--- config.mk ---
export PLATFORM = sky130hd
export DESIGN_NAME = jensen_shannon_divergence
export DESIGN_NICKNAME = d
export VERILOG_FILES = /design/src/sv/jsd_pkg.sv /design/src/sv/jsd_front.sv /design/src/sv/jsd_queue.sv /design/src/sv/jsd_back.sv /design/src/sv/jensen_shannon_divergence.sv
export SDC_FILE = /design/constraint.sdc
export NUM_CORES = 2
export LEC_CHECK = 0
export BUFFER_PORTS_ARGS = -buffer_cell sky130_fd_sc_hd__buf_2
export CAP_MARGIN = 20
export CORE_MARGIN = 2
export CORE_UTILIZATION = 30
export DETAILED_ROUTE_END_ITERATION = 8
export PLACE_DENSITY = 0.47
export SETUP_SLACK_MARGIN = 0.3
export SLEW_MARGIN = 20
export SYNTH_ARGS = -nofsm -noshare
export SYNTH_HDL_FRONTEND = slang
export SYNTH_HIERARCHICAL = 1
export SYNTH_SLANG_ARGS = --single-unit
--- constraint.sdc ---
create_clock -name clock -period 8.91 [get_ports clock]
set_clock_uncertainty 0.2 [all_clocks]
set_input_delay 1.3365 -clock clock [delete_from_list [all_inputs] [get_ports clock]]
set_output_delay 1.3365 -clock clock [all_outputs]
set_load 0.05 [all_outputs]
--- src/sv/jsd_pkg.sv ---
// ----------------------------------------------------------------------------
// jsd_pkg
// Shared constants, types and the logarithm table for the divergence
// accumulator.
// ----------------------------------------------------------------------------
package jsd_pkg;

   localparam int PROB_FRAC_BITS = 16;
   localparam int LOG_TABLE_BITS = 8;
   localparam int SUM_BITS       = 48;
   localparam int LOG_FRAC       = 16;
   localparam int OUT_BITS       = 32;

   localparam int PROB_BITS  = PROB_FRAC_BITS + 1;   // 1.0 itself must fit
   localparam int PSUM_BITS  = PROB_BITS + 1;        // p + q
   localparam int EXP_BITS   = $clog2(PSUM_BITS);
   localparam int LG_BITS    = EXP_BITS + LOG_FRAC;
   localparam int DIFF_BITS  = LG_BITS + 2;
   localparam int PROD_BITS  = PROB_BITS + 1 + DIFF_BITS;
   localparam int TERM_BITS  = PROD_BITS + 1;
   localparam int WIDE_BITS  = ((SUM_BITS > TERM_BITS) ? SUM_BITS : TERM_BITS) + 1;
   localparam int TABLE_SIZE = 1 << LOG_TABLE_BITS;

   localparam int REQ_DATA_BITS = ((2 * PROB_BITS + 7) / 8) * 8;
   localparam int RSP_DATA_BITS = OUT_BITS;

   localparam int QUEUE_DEPTH = 4;
   localparam int QPTR_BITS   = $clog2(QUEUE_DEPTH);
   localparam int QCNT_BITS   = $clog2(QUEUE_DEPTH + 1);

   typedef enum logic {
      MODE_KL = 1'b0,
      MODE_JS = 1'b1
   } mode_type;

   // one classified pair, as handed from the front end to the back end
   typedef struct packed {
      mode_type                      mode;
      logic                          last;
      logic                          use_p;
      logic                          use_q;
      logic [PROB_BITS-1:0]          p;
      logic [PROB_BITS-1:0]          q;
      logic signed [DIFF_BITS-1:0]   dp;
      logic signed [DIFF_BITS-1:0]   dq;
   } jsd_item_type;

   typedef logic [LOG_FRAC-1:0] log_rom_type [TABLE_SIZE];

   // fractional part of log2(1 + k/TABLE_SIZE) by repeated squaring
   function automatic log_rom_type build_log_rom();
      log_rom_type         rom;
      logic [63:0]         z;
      logic [LOG_FRAC-1:0] r;
      for (int k = 0; k < TABLE_SIZE; k++) begin
         z = 64'(TABLE_SIZE + k) << (30 - LOG_TABLE_BITS);
         r = '0;
         for (int i = 0; i < LOG_FRAC; i++) begin
            z = (z * z) >> 30;
            r = r << 1;
            if (z >= (64'd1 << 31)) begin
               r[0] = 1'b1;
               z = z >> 1;
            end
         end
         rom[k] = r;
      end
      return rom;
   endfunction

endpackage

--- src/sv/jsd_front.sv ---
// ----------------------------------------------------------------------------
// jsd_front
// Accept a pair, classify it and form the log2 differences that weight it.
// ----------------------------------------------------------------------------
module jsd_front (
   input  logic                            clock,
   input  logic                            reset,
   input  jsd_pkg::mode_type               mode,
   input  logic                            in_valid,
   output logic                            in_ready,
   input  logic [jsd_pkg::PROB_BITS-1:0]   in_p,
   input  logic [jsd_pkg::PROB_BITS-1:0]   in_q,
   input  logic                            in_last,
   output logic                            out_valid,
   input  logic                            out_ready,
   output jsd_pkg::jsd_item_type           out_item
);
   import jsd_pkg::*;

   localparam log_rom_type LOG_ROM = build_log_rom();

   function automatic logic [EXP_BITS-1:0] lead_one(input logic [PSUM_BITS-1:0] x);
      logic [EXP_BITS-1:0] e;
      e = '0;
      for (int i = 0; i < PSUM_BITS; i++) begin
         if (x[i]) e = EXP_BITS'(i);
      end
      return e;
   endfunction

   // integer part from the leading one, fraction from the bits just below it
   function automatic logic [LG_BITS-1:0] lg_of(input logic [PSUM_BITS-1:0] x,
                                                input logic [EXP_BITS-1:0]  e);
      logic [PSUM_BITS+LOG_TABLE_BITS-1:0] ext;
      logic [LOG_TABLE_BITS-1:0]           k;
      ext = {x, {LOG_TABLE_BITS{1'b0}}};
      k   = LOG_TABLE_BITS'(ext >> e);
      return {e, LOG_ROM[k]};
   endfunction

   // stage 1: operands and exponents
   logic                  s1_valid_ff, s1_valid_in;
   mode_type              s1_mode_ff,  s1_mode_in;
   logic                  s1_last_ff,  s1_last_in;
   logic [PSUM_BITS-1:0]  s1_p_ff,     s1_p_in;
   logic [PSUM_BITS-1:0]  s1_q_ff,     s1_q_in;
   logic [PSUM_BITS-1:0]  s1_s_ff,     s1_s_in;
   logic [EXP_BITS-1:0]   s1_ep_ff,    s1_ep_in;
   logic [EXP_BITS-1:0]   s1_eq_ff,    s1_eq_in;
   logic [EXP_BITS-1:0]   s1_es_ff,    s1_es_in;

   // stage 2: finished item
   logic                  s2_valid_ff, s2_valid_in;
   jsd_item_type          item_ff,     item_in;

   logic                  s1_ready, s2_ready;
   logic [PSUM_BITS-1:0]  p_ext, q_ext, s_ext;
   logic [LG_BITS-1:0]    lg_p, lg_q, lg_s;
   logic signed [DIFF_BITS-1:0] lgs_p, lgs_q, lgs_s;
   logic                  p_nz, q_nz;

   assign s2_ready = !s2_valid_ff || out_ready;
   assign s1_ready = !s1_valid_ff || s2_ready;
   assign in_ready = s1_ready;

   assign p_ext = {1'b0, in_p};
   assign q_ext = {1'b0, in_q};
   assign s_ext = p_ext + q_ext;

   always_comb begin
      s1_valid_in = s1_valid_ff;
      s1_mode_in  = s1_mode_ff;
      s1_last_in  = s1_last_ff;
      s1_p_in     = s1_p_ff;
      s1_q_in     = s1_q_ff;
      s1_s_in     = s1_s_ff;
      s1_ep_in    = s1_ep_ff;
      s1_eq_in    = s1_eq_ff;
      s1_es_in    = s1_es_ff;
      if (s1_ready) begin
         s1_valid_in = in_valid;
         s1_mode_in  = mode;
         s1_last_in  = in_last;
         s1_p_in     = p_ext;
         s1_q_in     = q_ext;
         s1_s_in     = s_ext;
         s1_ep_in    = lead_one(p_ext);
         s1_eq_in    = lead_one(q_ext);
         s1_es_in    = lead_one(s_ext);
      end
   end

   always_comb begin
      lg_p  = lg_of(s1_p_ff, s1_ep_ff);
      lg_q  = lg_of(s1_q_ff, s1_eq_ff);
      lg_s  = lg_of(s1_s_ff, s1_es_ff);
      lgs_p = $signed({2'b00, lg_p});
      lgs_q = $signed({2'b00, lg_q});
      lgs_s = $signed({2'b00, lg_s});
      p_nz  = (s1_p_ff != '0);
      q_nz  = (s1_q_ff != '0);

      item_in      = item_ff;
      s2_valid_in  = s2_valid_ff;
      if (s2_ready) begin
         s2_valid_in  = s1_valid_ff;
         item_in.mode = s1_mode_ff;
         item_in.last = s1_last_ff;
         item_in.p    = PROB_BITS'(s1_p_ff);
         item_in.q    = PROB_BITS'(s1_q_ff);
         unique case (s1_mode_ff)
            MODE_KL: begin
               item_in.use_p = p_nz && q_nz;
               item_in.use_q = 1'b0;
               item_in.dp    = lgs_p - lgs_q;
               item_in.dq    = '0;
            end
            MODE_JS: begin
               // log2(x/r) with r = (p+q)/2
               item_in.use_p = p_nz;
               item_in.use_q = q_nz;
               item_in.dp    = lgs_p - lgs_s + DIFF_BITS'(1 << LOG_FRAC);
               item_in.dq    = lgs_q - lgs_s + DIFF_BITS'(1 << LOG_FRAC);
            end
            default: begin
               item_in.use_p = 1'b0;
               item_in.use_q = 1'b0;
               item_in.dp    = '0;
               item_in.dq    = '0;
            end
         endcase
      end
   end

   always_ff @(posedge clock) begin
      if (reset) begin
         s1_valid_ff <= 1'b0;
         s2_valid_ff <= 1'b0;
      end else begin
         s1_valid_ff <= s1_valid_in;
         s2_valid_ff <= s2_valid_in;
      end
   end

   always_ff @(posedge clock) begin
      s1_mode_ff <= s1_mode_in;
      s1_last_ff <= s1_last_in;
      s1_p_ff    <= s1_p_in;
      s1_q_ff    <= s1_q_in;
      s1_s_ff    <= s1_s_in;
      s1_ep_ff   <= s1_ep_in;
      s1_eq_ff   <= s1_eq_in;
      s1_es_ff   <= s1_es_in;
      item_ff    <= item_in;
   end

   assign out_valid = s2_valid_ff;
   assign out_item  = item_ff;

endmodule

--- src/sv/jsd_queue.sv ---
// ----------------------------------------------------------------------------
// jsd_queue
// Short first-in first-out queue between the front and back ends.
// ----------------------------------------------------------------------------
module jsd_queue (
   input  logic                    clock,
   input  logic                    reset,
   input  logic                    in_valid,
   output logic                    in_ready,
   input  jsd_pkg::jsd_item_type   in_item,
   output logic                    out_valid,
   input  logic                    out_ready,
   output jsd_pkg::jsd_item_type   out_item
);
   import jsd_pkg::*;

   jsd_item_type           mem [QUEUE_DEPTH];
   logic [QPTR_BITS-1:0]   wr_ptr_ff, wr_ptr_in;
   logic [QPTR_BITS-1:0]   rd_ptr_ff, rd_ptr_in;
   logic [QCNT_BITS-1:0]   count_ff,  count_in;
   logic                   push, pop;

   assign in_ready  = (count_ff != QCNT_BITS'(QUEUE_DEPTH));
   assign out_valid = (count_ff != '0);
   assign push      = in_valid && in_ready;
   assign pop       = out_valid && out_ready;
   assign out_item  = mem[rd_ptr_ff];

   always_comb begin
      wr_ptr_in = push ? wr_ptr_ff + 1'b1 : wr_ptr_ff;
      rd_ptr_in = pop  ? rd_ptr_ff + 1'b1 : rd_ptr_ff;
      count_in  = count_ff;
      if (push && !pop) count_in = count_ff + 1'b1;
      else if (pop && !push) count_in = count_ff - 1'b1;
   end

   always_ff @(posedge clock) begin
      if (reset) begin
         wr_ptr_ff <= '0;
         rd_ptr_ff <= '0;
         count_ff  <= '0;
      end else begin
         wr_ptr_ff <= wr_ptr_in;
         rd_ptr_ff <= rd_ptr_in;
         count_ff  <= count_in;
      end
   end

   always_ff @(posedge clock) begin
      if (push) mem[wr_ptr_ff] <= in_item;
   end

   a_count_bound: assert property (@(posedge clock) disable iff (reset)
      count_ff <= QCNT_BITS'(QUEUE_DEPTH))
      else $error("queue fill count beyond depth");

   a_push_grows: assert property (@(posedge clock) disable iff (reset)
      push && !pop |=> count_ff == $past(count_ff) + 1'b1)
      else $error("queue push without pop did not grow the count");

   a_ptr_track: assert property (@(posedge clock) disable iff (reset)
      count_ff == '0 |-> wr_ptr_ff == rd_ptr_ff)
      else $error("empty queue with mismatched pointers");

endmodule

--- src/sv/jsd_back.sv ---
// ----------------------------------------------------------------------------
// jsd_back
// Weight the log differences, accumulate the terms with saturation and
// present the sum at the end of each run.
// ----------------------------------------------------------------------------
module jsd_back (
   input  logic                                    clock,
   input  logic                                    reset,
   input  logic                                    in_valid,
   output logic                                    in_ready,
   input  jsd_pkg::jsd_item_type                   in_item,
   output logic                                    rsp_valid,
   input  logic                                    rsp_ready,
   output logic signed [jsd_pkg::OUT_BITS-1:0]     rsp_divergence,
   output logic                                    rsp_saturated
);
   import jsd_pkg::*;

   localparam logic signed [WIDE_BITS-1:0] SUM_MAX =
      {{(WIDE_BITS-SUM_BITS+1){1'b0}}, {(SUM_BITS-1){1'b1}}};
   localparam logic signed [WIDE_BITS-1:0] SUM_MIN = ~SUM_MAX;
   localparam logic signed [SUM_BITS-1:0]  OUT_MAX =
      {{(SUM_BITS-OUT_BITS+1){1'b0}}, {(OUT_BITS-1){1'b1}}};
   localparam logic signed [SUM_BITS-1:0]  OUT_MIN = ~OUT_MAX;
   localparam logic [TERM_BITS-1:0] BIAS_KL = TERM_BITS'((1 << PROB_FRAC_BITS) - 1);
   localparam logic [TERM_BITS-1:0] BIAS_JS = TERM_BITS'((1 << (PROB_FRAC_BITS + 1)) - 1);

   // multiply stage
   logic                          m_valid_ff, m_valid_in;
   mode_type                      m_mode_ff,  m_mode_in;
   logic                          m_last_ff,  m_last_in;
   logic signed [PROD_BITS-1:0]   prod_p_ff,  prod_p_in;
   logic signed [PROD_BITS-1:0]   prod_q_ff,  prod_q_in;

   // term stage
   logic                          t_valid_ff, t_valid_in;
   logic                          t_last_ff,  t_last_in;
   logic signed [TERM_BITS-1:0]   term_ff,    term_in;

   // accumulator and result register
   logic signed [SUM_BITS-1:0]    sum_ff,     sum_in;
   logic                          ovf_ff,     ovf_in;
   logic                          rsp_valid_ff, rsp_valid_in;
   logic signed [OUT_BITS-1:0]    div_ff,     div_in;
   logic                          sat_ff,     sat_in;

   logic                          acc_ready, acc_fire, t_ready, m_ready;
   logic signed [TERM_BITS-1:0]   pair_sum, biased;
   logic signed [WIDE_BITS-1:0]   wide;
   logic signed [SUM_BITS-1:0]    sum_new;
   logic                          ovf_new;

   assign acc_ready = !rsp_valid_ff || rsp_ready;
   assign acc_fire  = t_valid_ff && acc_ready;
   assign t_ready   = !t_valid_ff || acc_ready;
   assign m_ready   = !m_valid_ff || t_ready;
   assign in_ready  = m_ready;

   // multiply
   always_comb begin
      m_valid_in = m_valid_ff;
      m_mode_in  = m_mode_ff;
      m_last_in  = m_last_ff;
      prod_p_in  = prod_p_ff;
      prod_q_in  = prod_q_ff;
      if (m_ready) begin
         m_valid_in = in_valid;
         m_mode_in  = in_item.mode;
         m_last_in  = in_item.last;
         prod_p_in  = '0;
         prod_q_in  = '0;
         if (in_item.use_p) begin
            prod_p_in = $signed({1'b0, in_item.p}) * $signed(in_item.dp);
         end
         if (in_item.use_q) begin
            prod_q_in = $signed({1'b0, in_item.q}) * $signed(in_item.dq);
         end
      end
   end

   // scale back, rounding toward zero
   always_comb begin
      pair_sum = TERM_BITS'(prod_p_ff) + TERM_BITS'(prod_q_ff);
      biased   = pair_sum;
      if (pair_sum < 0) begin
         biased = pair_sum + $signed((m_mode_ff == MODE_JS) ? BIAS_JS : BIAS_KL);
      end
      t_valid_in = t_valid_ff;
      t_last_in  = t_last_ff;
      term_in    = term_ff;
      if (t_ready) begin
         t_valid_in = m_valid_ff;
         t_last_in  = m_last_ff;
         term_in    = (m_mode_ff == MODE_JS) ? (biased >>> (PROB_FRAC_BITS + 1))
                                             : (biased >>> PROB_FRAC_BITS);
      end
   end

   // saturating accumulate
   always_comb begin
      wide    = WIDE_BITS'(sum_ff) + WIDE_BITS'(term_ff);
      sum_new = SUM_BITS'(wide);
      ovf_new = ovf_ff;
      if (wide > SUM_MAX) begin
         sum_new = SUM_BITS'(SUM_MAX);
         ovf_new = 1'b1;
      end else if (wide < SUM_MIN) begin
         sum_new = SUM_BITS'(SUM_MIN);
         ovf_new = 1'b1;
      end

      sum_in       = sum_ff;
      ovf_in       = ovf_ff;
      rsp_valid_in = rsp_ready ? 1'b0 : rsp_valid_ff;
      div_in       = div_ff;
      sat_in       = sat_ff;
      if (acc_fire) begin
         sum_in = sum_new;
         ovf_in = ovf_new;
         if (t_last_ff) begin
            sum_in       = '0;
            ovf_in       = 1'b0;
            rsp_valid_in = 1'b1;
            sat_in       = ovf_new;
            priority if (sum_new > OUT_MAX) begin
               div_in = OUT_BITS'(OUT_MAX);
               sat_in = 1'b1;
            end else if (sum_new < OUT_MIN) begin
               div_in = OUT_BITS'(OUT_MIN);
               sat_in = 1'b1;
            end else begin
               div_in = OUT_BITS'(sum_new);
            end
         end
      end
   end

   always_ff @(posedge clock) begin
      if (reset) begin
         m_valid_ff   <= 1'b0;
         t_valid_ff   <= 1'b0;
         rsp_valid_ff <= 1'b0;
         sum_ff       <= '0;
         ovf_ff       <= 1'b0;
      end else begin
         m_valid_ff   <= m_valid_in;
         t_valid_ff   <= t_valid_in;
         rsp_valid_ff <= rsp_valid_in;
         sum_ff       <= sum_in;
         ovf_ff       <= ovf_in;
      end
   end

   always_ff @(posedge clock) begin
      m_mode_ff <= m_mode_in;
      m_last_ff <= m_last_in;
      prod_p_ff <= prod_p_in;
      prod_q_ff <= prod_q_in;
      t_last_ff <= t_last_in;
      term_ff   <= term_in;
      div_ff    <= div_in;
      sat_ff    <= sat_in;
   end

   assign rsp_valid      = rsp_valid_ff;
   assign rsp_divergence = div_ff;
   assign rsp_saturated  = sat_ff;

   a_last_clears: assert property (@(posedge clock) disable iff (reset)
      acc_fire && t_last_ff |=> sum_ff == '0 && !ovf_ff)
      else $error("sum not cleared after end of run");

   a_last_shows: assert property (@(posedge clock) disable iff (reset)
      acc_fire && t_last_ff |=> rsp_valid_ff)
      else $error("end of run produced no result");

   a_result_source: assert property (@(posedge clock) disable iff (reset)
      $rose(rsp_valid_ff) |-> $past(acc_fire && t_last_ff))
      else $error("result appeared without an end of run");

endmodule

--- src/sv/jensen_shannon_divergence.sv ---
// ----------------------------------------------------------------------------
// jensen_shannon_divergence
// Accumulate Kullback-Leibler or Jensen-Shannon divergence, in bits, over
// runs of paired probabilities and emit one signed Q16.16 sum per run.
// ----------------------------------------------------------------------------
//
//  Channel  Direction  Moves                   Payload
//  req_     in         one probability pair    tdata[16:0] p_value,
//                                              tdata[33:17] q_value, tlast
//  rsp_     out        one divergence per run  tdata[31:0] divergence,
//                                              tuser saturated
//  csr_     in         mode register write     wr_data: 0 = KL, 1 = JS
//
//  One transaction is taken per cycle when nothing stalls; the rate is set by
//  the accumulator, which adds one term a cycle. A run's last pair passes
//  through the two front stages, the queue, multiply, scale and accumulate
//  before its result appears. Reset is synchronous; it empties every stage,
//  clears the sum and sets the mode to Jensen-Shannon. A stalled rsp_ holds
//  the back end only; the four-entry queue lets the front keep taking pairs
//  until it fills.
//
module jensen_shannon_divergence (
   input  logic                                  clock,
   input  logic                                  reset,
   // input pairs
   input  logic                                  req_tvalid,
   output logic                                  req_tready,
   // [16:0] p_value, [33:17] q_value, rest zero
   input  logic [jsd_pkg::REQ_DATA_BITS-1:0]     req_tdata,
   input  logic                                  req_tlast,
   // results
   output logic                                  rsp_tvalid,
   input  logic                                  rsp_tready,
   // [31:0] divergence
   output logic [jsd_pkg::RSP_DATA_BITS-1:0]     rsp_tdata,
   // [0] saturated
   output logic                                  rsp_tuser,
   // mode register
   input  logic                                  csr_wr_en,
   input  logic                                  csr_wr_data
);
   import jsd_pkg::*;

   // mode register: sampled with every pair, so each pair keeps its own mode
   mode_type       mode_ff, mode_in;

   jsd_item_type   front_item, back_item;
   logic           front_valid, front_ready;
   logic           back_valid,  back_ready;
   logic signed [OUT_BITS-1:0] divergence;

   assign mode_in = csr_wr_en ? mode_type'(csr_wr_data) : mode_ff;

   always_ff @(posedge clock) begin
      if (reset) begin
         mode_ff <= MODE_JS;
      end else begin
         mode_ff <= mode_in;
      end
   end

   // classify pairs and look up their logarithms
   jsd_front u_front (
      .clock     (clock),
      .reset     (reset),
      .mode      (mode_ff),
      .in_valid  (req_tvalid),
      .in_ready  (req_tready),
      .in_p      (req_tdata[PROB_BITS-1:0]),
      .in_q      (req_tdata[2*PROB_BITS-1:PROB_BITS]),
      .in_last   (req_tlast),
      .out_valid (front_valid),
      .out_ready (front_ready),
      .out_item  (front_item)
   );

   // decouple the two halves so either may stall alone
   jsd_queue u_queue (
      .clock     (clock),
      .reset     (reset),
      .in_valid  (front_valid),
      .in_ready  (front_ready),
      .in_item   (front_item),
      .out_valid (back_valid),
      .out_ready (back_ready),
      .out_item  (back_item)
   );

   // weight, accumulate and present the run's sum
   jsd_back u_back (
      .clock          (clock),
      .reset          (reset),
      .in_valid       (back_valid),
      .in_ready       (back_ready),
      .in_item        (back_item),
      .rsp_valid      (rsp_tvalid),
      .rsp_ready      (rsp_tready),
      .rsp_divergence (divergence),
      .rsp_saturated  (rsp_tuser)
   );

   assign rsp_tdata = RSP_DATA_BITS'(divergence);

endmodule

=== Word level (Yosys, flattened, before mapping) ===
Memory sizes are Yosys's and may differ from the RTL's. A register that Yosys moved wholly into a read port is not among the register bits.
Cells that the tools add are included.

* Add/sub/neg operators: 13
* $mul: 2
* Magnitude comparators: 8
* Equal/unequal tests: 1
* Shift operators: 3
* Mux-type cells: 73
* Bitwise logic cells: 4
* Reduce and logical (&&, ||, !) cells: 25

{| class="wikitable"
|+ Operators with widths
! cell !! number
|-
| $mux 48 || 3
|-
| $mux 16 || 6
|-
| $mux 4 || 24
|-
| $pmux 46 s2 || 1
|-
| $mul 18x23->41 || 2
|-
| $sub 21x21->22 || 3
|-
| $shr 25x5->8 || 2
|-
| $add 48x26->49 || 1
|-
| $gt 49x48->1 const B || 1
|-
| $lt 49x48->1 const B || 1
|-
| $gt 48x32->1 const B || 1
|-
| $lt 48x32->1 const B || 1
|-
| $add 23x18->23 const B || 2
|-
| $add 41x41->42 || 1
|-
| $add 42x42->42 || 1
|-
| $lt 42x1->1 const B || 1
|-
| $mux 3 || 14
|-
| $mux 42 || 1
|-
| $reduce_bool 18->1 || 2
|-
| $mux 32 || 1
|-
| $ge 9x9->1 const B || 3
|-
| $not 8->9 || 3
|-
| $shr 26x5->8 || 1
|-
| $mux 25 || 1
|-
| 17 further kinds || 52
|}

* Register bits after elaboration: 359
* Memory bits (writable): 336
* Bits in read-only memories: 12,288
* Input bits: 47
* Output and inout bits: 35
* Logic and storage cells: 169
* Memories: 4

{| class="wikitable"
|+ Memory list
! name !! depth !! bits a word !! read ports !! clocked after memory_dff !! wr ports !! line !! text
|-
| (no name shown) || 256 || 16 || 1 || 0 || 0 || jsd_front.sv:38 || <nowiki>return {e, LOG_ROM[k]};</nowiki>
|-
| (no name shown) || 256 || 16 || 1 || 0 || 0 || jsd_front.sv:38 ||
|-
| (no name shown) || 256 || 16 || 1 || 0 || 0 || jsd_front.sv:38 ||
|-
| u_queue.mem || 4 || 84 || 1 || 1 || 1 || jsd_queue.sv:17 || <nowiki>jsd_item_type mem [QUEUE_DEPTH];</nowiki>
|}

=== Longest topological paths before layout ===
* Depth in word-level cells: 17
* Mapped depth: 33
* Depth with buffers taken out: 27

=== Modules after synthesis ===
The synthesis kept the hierarchy.

{| class="wikitable"
|+ Modules (own cells, without submodules)
! module !! instances !! cells each !! area each (um^2) !! sequential area each (um^2)
|-
| jsd_back || 1 || 4,615 || 41,845.1 || 5,365.1
|-
| jsd_front || 1 || 3,386 || 24,938.9 || 4,634.4
|-
| jsd_queue || 1 || 486 || 12,583.3 || 10,269.8
|-
| jensen_shannon_divergence || 1 || 3 || 35.0 || 20.0
|}

=== Worst setup path before layout ===
OpenSTA, ideal clock, no wires.

* Kind: register -> register
* From: register (tool-made name)
* To: register u_back.prod_p_ff[38] (data pin)
* Library setup time: 0.255 ns
* Data arrival time: 7.483 ns
* Setup slack: 0.973 ns
* Stages on the path, launching flop included: 29
* Period minus slack after synthesis: 7.937 ns
* Path through: dfxtp_1 buf_6 buf_6 mux4_2 clkbuf_1 nand2_1 fa_1 inv_1 fa_1 inv_1 fa_1 inv_1 fa_1 inv_1 fa_1 inv_1 fa_1 ha_1 and2_1 a22o_1 a221oi_1 a2111o_1 a2111oi_0 nor2_1 a2111o_1 and3_1 or2_2 xnor2_1 and2_1

{| class="wikitable"
|+ RTL lines
! what !! line !! text
|-
| end signal: assignment || jsd_back.sv:157 || <nowiki>prod_p_ff <= prod_p_in;</nowiki>
|-
| end: declaration || jsd_back.sv:32 || <nowiki>logic signed [PROD_BITS-1:0] prod_p_ff, prod_p_in;</nowiki>
|}

==> metrics <==
status=complete, no violations; total grt overflow=0; Worst-Margin Slew=roughly 1.1 ns; synthesized cell area=79400 µm²; register area share after synthesis=0.256; DRC=0; first-pass GRT wire length=roughly 430 mm; H-tree depth=3; post-synthesis cell count=between 8000 and 9000; Cell Rows=around 190; Worst path max stage delay=approximately 0.58 ns; # fillers=27100; WS Path Type=register to register; RePlAce Congestion=0.954; Yosys top cell area share=0.239; Hold Startpoint=u_front/s1_last_ff$_DFFE_PP_; MaxCap Viol Count=0; initial DRC count=5776; io pins=between 80 and 90; RR Endpoint=u_back/prod_q_ff[40]$_SDFFCE_PN0P_; Final min period=~8.3 ns; Vias=between 60000 and 70000; number of synthesized flops with an enable pin=~630; crit path max fanout=15; final setup fails=0; pin count of the biggest net entering global routing=approximately 90; Mean Syn Cell Area=9.35 µm²; CTS Sinks=697; Starting Density=0.302; drt pass-1 iters=6; clk_lat worst skew=0.74 ns; Most common cell on crit path=fa_1; ys async rst share=0; startpoint types=register; die width=~520 µm; period utilization=0.934; CP max-delay cell=mux4_2; final hold vios=0; Core Box Area=roughly 260000 µm²; worst hold path depth=0; vias in the first global route=68000; Critical Path End Type=register; synth cell count leaders=inv_1 (958), nand2_1 (940), fa_1 (783), edfxtp_1 (633), nor2_1 (506); setup repair after global routing missed its margin=true; Netlist cell types=approximately 120; TritonCTS clock tree=done; Hold Crit Class=register to register; Setup TNS=0 ns; count leader, synth=inv_1; clock root buffer=clkbuf_16; Nets=about 10000; Routed Antenna Nets=0; Clock Tree Buf Depth=3; syn nets=just under 10000; f_max=120 MHz; global-route usage over all layers=0.209; Hold Path End=u_front/out_item[82]$_DFFE_PP_; DRT Wirelength=287 mm; HPWL after DPL=roughly 220 mm; flop2flop setup slack=around 0.59 ns; R2R cell count=25; worst path required time=~9 ns; Vias per Instance=between 5 and 6; TritonCTS Buffers=roughly 80; Die Span Y=518 µm; CP arrival=between 8 and 9 ns; Port Buffers=between 70 and 80; Yosys reg bits=between 600 and 700; die area=around 270000 µm²; cell accounting for the most synthesized area=edfxtp_1; layout cells sized above 1=0.114; Avg WL per Cell=23.5 µm; YS warnings=6; initial antenna violation count=7; largest cells by area after synthesis=edfxtp_1 (24%), fa_1 (20%), ha_1 (7.2%); clock-pin transition on the worst setup and hold timing paths=~0.060 ns; Slew HR=0.233; P&R area growth vs syn=12.3%; Final Slew Violations=0; Most used DFF post-synth=edfxtp_1
## layout by cell type (no fill, tap or decap), drive strengths merged, types with 39 or more instances in the layout
| cell | count |
|---|---|
| a211oi | 100 |
| a21o | 108 |
| a21oi | 460 |
| a221oi | 55 |
| a22oi | 50 |
| a31oi | 123 |
| and2 | 434 |
| and3 | 55 |
| buf | 600 |
| clkbuf | 100 |
| clkinv | 39 |
| dfxtp | 64 |
| edfxtp | 633 |
| fa | 783 |
| ha | 458 |
| inv | 978 |
| mux2i | 50 |
| mux4 | 127 |
| nand2 | 941 |
| nand2b | 48 |
| nand3 | 135 |
| nand4 | 52 |
| nor2 | 511 |
| nor2b | 57 |
| nor3 | 201 |
| o211ai | 101 |
| o21a | 57 |
| o21ai | 419 |
| o22ai | 67 |
| o311ai | 53 |
| o31ai | 61 |
| or3 | 39 |
| xnor2 | 136 |
| xor2 | 80 |
## routing by layer
layer  vias up  GRT usage  share of wire
met2      2440      0.339           0.46
li1      30100          -              -
met4         2     0.0783          0.038
met3       529     0.0287          0.059
met1     33700      0.281           0.44
met5         -          0        0.00019
## stage by stage
| stage | setup slack [ns] | area [µm²] | utilization | instances | hold slack, ns |
|---|---|---|---|---|---|
| global placement | 0.116 | 85900 | 0.327 | 12000 | 0.212 |
| detailed placement | 0.109 | 85900 | 0.327 | 12000 | 0.215 |
| finish | 0.588 | 89200 | 0.339 | 12200 | 0.231 |
| CTS | 0.317 | 88800 | 0.338 | 12200 | 0.228 |
| global route | 0.282 | 89200 | 0.339 | 12200 | 0.256 |
| floorplan | 0.973 | 79400 | - | 8490 | 0.200 |
## what timing repair did
item,CTS,global route
pin swaps,0,3
setup endpoints to repair,9,23
resized for setup,6,4
setup buffers,0,37
gates cloned,1,2
hold buffers,0,0
## sequential cells by signal, indices dropped and copies added (netlist names), 3 cells and up, named ones only
signal / flops
u_queue/mem: 336
u_front/out_item: 84
u_back/sum_ff: 48
u_back/prod_p_ff: 41
u_back/prod_q_ff: 41
u_back/rsp_divergence: 32
u_back/term_ff: 26
u_front/s1_s_ff: 18
u_front/s1_p_ff: 17
u_front/s1_q_ff: 17
u_front/s1_ep_ff: 5
u_front/s1_eq_ff: 5
u_front/s1_es_ff: 5
u_queue/count_ff: 3
## cell type report
cell class | count | area, µm² | share of cell area
Antenna cell | 3 | 7.51 | 0.0000842
Clock buffer | 98 | 2170 | 0.0244
Clock inverter | 55 | 648 | 0.00727
Inverter | 972 | 3650 | 0.0409
Multi-Input combinational cell | 6299 | 53300 | 0.598
Sequential cell | 697 | 20300 | 0.228
Tap cell | 3515 | 4400 | 0.0493
Timing Repair Buffer | 602 | 4680 | 0.0525
## logic make-up (layout without fill, tap and decap cells)
| logic type | Yosys count | count (layout) | share of synthesized area |
|---|---|---|---|
| DFF | 697 | 697 | 0.256 |
| other | 0 | 3 | 0 |
| and+or+nand+nor | 2596 | 2596 | 0.157 |
| adders and majority gates | 1264 | 1264 | 0.272 |
| xor gates and xnor gates | 216 | 216 | 0.0238 |
| muxes | 203 | 203 | 0.0460 |
| AOI/OAI and AO/OA | 2020 | 2020 | 0.170 |
| buffers and inverters | 1494 | 1727 | 0.0746 |
## worst max-delay path: cells and delay by family (launching register included)
family,cells,cell delay [ns]
muxes,1,0.58
buffers and inverters,4,0.50
AOI/OAI and AO/OA,5,1.28
adders and majority gates,7,3.45
DFF,1,0.46
and+or+nand+nor,7,1.41
xor gates and xnor gates,1,0.12
## worst max path at each step
stage	endpoint	slack (ns)	depth (start not counted)
after global routing	u_back/prod_q_ff[40]$_SDFFCE_PN0P_	0.28	25
after detailed placement	u_back/prod_p_ff[40]$_SDFFCE_PN0P_	0.11	24
after floorplan	u_back/prod_p_ff[38]$_SDFFCE_PN0P_	0.97	28
after CTS	u_back/prod_q_ff[40]$_SDFFCE_PN0P_	0.32	25
after global placement	u_back/prod_p_ff[38]$_SDFFCE_PN0P_	0.12	24
final	u_back/prod_q_ff[40]$_SDFFCE_PN0P_	0.59	25
Power is left out: the tool's default activity adds up to more than one toggle a clock period on the data nets, which glitch-free logic cannot reach.
